<file path="src/hw/rtl/swrm_pkg.sv">
// swrm_pkg: shared types and constants for the sliding window rate monitor
// no dependencies; imported by swrm_cell, sliding_window_rate_monitor, swrm_checker and the verif files
`default_nettype none

package swrm_pkg;

    // configuration port
    localparam int CFG_ADDR_W = 2;
    localparam int CFG_DATA_W = 32;

    typedef enum logic [CFG_ADDR_W-1:0] {
        REG_WINDOW_SIZE          = 2'd0,
        REG_EXPECTED_RATE        = 2'd1,
        REG_RATE_DEVIATION       = 2'd2,
        REG_DEVIATION_MULTIPLIER = 2'd3
    } swrm_reg_idx_t;

    // register widths and reset values
    localparam int WSIZE_W = 5;
    localparam int RATE_W  = 32;
    localparam int MULT_W  = 16;
    localparam int COUNT_W = 32;

    localparam logic [WSIZE_W-1:0] WINDOW_SIZE_RST          = 5'd10;
    localparam logic [RATE_W-1:0]  EXPECTED_RATE_RST        = 32'd0;
    localparam logic [RATE_W-1:0]  RATE_DEVIATION_RST       = 32'd0;
    localparam logic [MULT_W-1:0]  DEVIATION_MULTIPLIER_RST = 16'd2560;

    // band edges in Q.24 Hz
    localparam int CENTRE_SHIFT = 8;
    localparam int CENTRE_W     = RATE_W + CENTRE_SHIFT;
    localparam int DM_W         = RATE_W + MULT_W;
    localparam int BOUND_W      = DM_W + 1;

    // numerator (w-1) * 1e6 * 2^24
    localparam int USEC_W         = 20;
    localparam int NUM_FRAC_SHIFT = 24;
    localparam logic [USEC_W-1:0] USEC_PER_SEC = 20'd1000000;

    // span is multiplied one 16-bit digit per cycle
    localparam int CHUNK_W = 16;

    // tap selection handed to each cell
    typedef struct packed {
        logic data_sel;
        logic valid_sel;
    } swrm_tap_sel_t;

endpackage

`default_nettype wire

</file>
<file path="src/hw/rtl/swrm_cell.sv">
// swrm_cell: one stage of the timestamp chain, holds one past arrival time
// depends on swrm_pkg (tap selection struct)
`default_nettype none

module swrm_cell
    import swrm_pkg::*;
#(
    parameter int TIME_BITS = 48
) (
    input  wire logic                 clk,
    input  wire logic                 rst_n,
    input  wire logic                 shift,
    input  wire logic [TIME_BITS-1:0] data_in,
    input  wire logic                 valid_in,
    input  wire swrm_tap_sel_t        tap_sel,
    output logic      [TIME_BITS-1:0] data_out,
    output logic                      valid_out,
    output logic      [TIME_BITS-1:0] tap_data,
    output logic                      tap_valid
);

    logic [TIME_BITS-1:0] data_reg;
    logic                 valid_reg;

    always_ff @(posedge clk or negedge rst_n)
    begin
        if (!rst_n)
        begin
            valid_reg <= 1'b0;
        end
        else if (shift)
        begin
            valid_reg <= valid_in;
        end
    end

    always_ff @(posedge clk)
    begin
        if (shift)
        begin
            data_reg <= data_in;
        end
    end

    assign data_out  = data_reg;
    assign valid_out = valid_reg;
    assign tap_data  = tap_sel.data_sel ? data_reg : '0;
    assign tap_valid = tap_sel.valid_sel & valid_reg;

endmodule

`default_nettype wire

</file>
<file path="config.mk">
export PLATFORM = sky130hd
export DESIGN_NAME = swrm_cell
export DESIGN_NICKNAME = d
export VERILOG_FILES = /design/src/hw/rtl/swrm_pkg.sv /design/src/hw/rtl/swrm_cell.sv
export SDC_FILE = /design/constraint.sdc
export NUM_CORES = 1
export LEC_CHECK = 0
export BUFFER_PORTS_ARGS = -buffer_cell sky130_fd_sc_hd__buf_2
export CAP_MARGIN = 20
export CORE_MARGIN = 2
export CORE_UTILIZATION = 30
export DETAILED_ROUTE_END_ITERATION = 16
export HOLD_SLACK_MARGIN = 0.12
export PLACE_DENSITY = 0.64
export SLEW_MARGIN = 20
export SYNTH_ARGS = -nofsm -noshare
export SYNTH_HDL_FRONTEND = slang
export SYNTH_SLANG_ARGS = --single-unit
</file>
<file path="constraint.sdc">
create_clock -name clk -period 0.9 [get_ports clk]
set_input_delay 0.045 -clock clk [delete_from_list [all_inputs] [get_ports clk]]
set_output_delay 0.045 -clock clk [all_outputs]
set_load 0.01 [all_outputs]
</file>
==> metrics.txt <==
Num CTS Buffers 5; crit path time final 1.06 ns; DIE AREA 6830 µm²; Slew @ Worst Pin 0.416 ns; Worst Setup Start Kind flop; WP buf/inv 1; n_diodes 0; max-capacitance violation count 0; Crit path largest cell delay 0.41 ns; PortBufs 151; WL per Instance 13.4 µm; Yosys warnings 0; Hold WS 0.110 ns; Final Non-Filler Cells 394; Clock Sinks 49; routed metal-1 wirelength 1.90 mm; family with the most delay on the worst path flip-flops; largest net degree at the start of global routing 49; FMAX 948 MHz; final hold viol count 0; nets 372; Pleak 1.65 nW; Max stage delay cell, worst path edfxtp_1; reg-to-reg endpoint valid_out; vias in the first global route 1544; Core Area 5960 µm²; max_slew headroom 72.3%; Worst setup EP type output port; VDD IR-drop max 0.000980 V; I/O Pins 152; total number of vias 1613; # fillers 465; most frequent cells in the layout buf_2 (118), dlygate4sd3_1 (51), edfxtp_1 (48), buf_6 (33), and2_1 (25); fin crit share 117%; wire length on met3 497 µm; CP max FO 2; final WL 5.28 mm; final worst slack -0.155 ns; initial core utilization 31.1%; grt total ovfl 0; first-pass iteration count of the detailed router 4; Reg clk slew, reported paths 0.09 ns; Hold Path End valid_out; Clock Path Buffers 2; first-pass GRT wire length 7.18 mm; Post-Syn Area 1850 µm²; TritonCTS clock tree done; vias per inst 4.09; register area share after synthesis 79.1%; die height 82.6 µm; Crit Path Category reg2out; Distinct cells, synth 7; Final Slew Violations 0; worst endpoint required time 0.85 ns; Net Count, Synth 158; worst min path class in2reg; outcome complete, but fails checks; # hold bufs at CTS 51; average cell area after synthesis 17.8 µm²; crit path DAT 1.01 ns; worst r2r path cells 1; worst-path cell chain and2_1 -> buf_2; final setup vio count 58; reg2reg setup slack 0.13 ns; layout cells sized above 1 60.8%; reg2reg start valid_out; Hold Crit Depth 2; Syn-to-layout area delta 94.2%; GRT Total Usage 14.1%; Root Buffer clkbuf_8; total power 0.00554 W; pwr/cell area 1540 nW/µm²; Yosys reg bits 49; Hold Startpoint shift; RSZ-0062 raised after global routing yes; DR iter-0 viols 50; Setup Skew 0 ns; Die X 82.6 µm; GP Congestion 0.743; Site Rows 28; Skew-Pair Late Insertion Delay 0.29 ns; failing checks negative setup slack; initial antenna violation count 0; placed cells 329; Syn Inst Count 104; Setup TNS -7.02 ns; top sig layer met4; commonest non-fill, non-tap cell in the layout buf_2; post-route ant nets 0; H-tree levels 2; routed wl met2 2.81 mm; DR DRC count 0
-- sequential cells by signal, indices dropped and copies added (netlist names) --
| name | count |
|---|---|
| data_out | 48 |
| valid_out | 1 |
-- how the worst max path moves through the flow --
stage	cells past startpoint	slack, ns	end	from
after CTS	2	-0.18	tap_data[5]	data_out[5]
after detailed placement	3	-0.07	tap_data[30]	tap_sel[1]
after global placement	3	-0.02	tap_data[35]	tap_sel[1]
final	2	-0.16	tap_data[8]	data_out[8]
after floorplan	1	0.12	valid_out	valid_out
after global routing	2	-0.20	tap_data[5]	data_out[5]
-- power by group --
| part | internal, W | leakage [nW] | switching (W) |
|---|---|---|---|
| sequential | 0.00271 | 0.481 | 0.0000823 |
| clock | 0.000903 | 0.0574 | 0.000693 |
| combinational | 0.000686 | 1.11 | 0.000472 |
-- cell families after synthesis --
| kind of cell | Yosys count | synth area share (%) |
|---|---|---|
| muxes | 1 | 0.607 |
| and+or+nand+nor | 49 | 17.9 |
| DFF | 49 | 79.1 |
| buffers and inverters | 5 | 2.36 |
-- per-stage QoR --
step	util, %	setup slack [ns]	area [µm²]
4_1_cts	58.8	-0.179	3500
2_1_floorplan	-	0.122	1850
3_5_place_dp	45.4	-0.0746	2700
6_report	60.5	-0.155	3600
3_3_place_gp	45.4	-0.0239	2700
5_1_grt	60.5	-0.199	3600
-- what timing repair did --
action                                  in CTS  in global routing
endpoints found under the hold margin       50                  1
buffers inserted                             3                  3
gates resized for setup                     26                 19
endpoints found under the setup margin      66                 97
-- synth_stat cells --
master	instances	area share [%]
buf_6	3	1.8
and2_2	21	8.5
dfrtp_1	1	1.3
mux2_2	1	0.61
edfxtp_1	48	78
clkbuf_2	2	0.54
and2_1	28	9.4
-- cell type report --
cell class                      count  area [µm²]  area share, %
Sequential cell                    49        1470           40.7
Timing Repair Buffer              212        1560           43.3
Clock buffer                        6        82.6           2.29
Clock inverter                      2        37.5           1.04
Multi-Input combinational cell     50         360           10.0
Tap cell                           75        93.8           2.61
-- per-layer routing --
layer | track usage [%] | up-vias
met5 | 0 | -
met4 | 5.41 | 0
met3 | 2.83 | 6
met2 | 27.6 | 91
met1 | 14.6 | 733
li1 | - | 783
(Power assumes the default switching activity.)
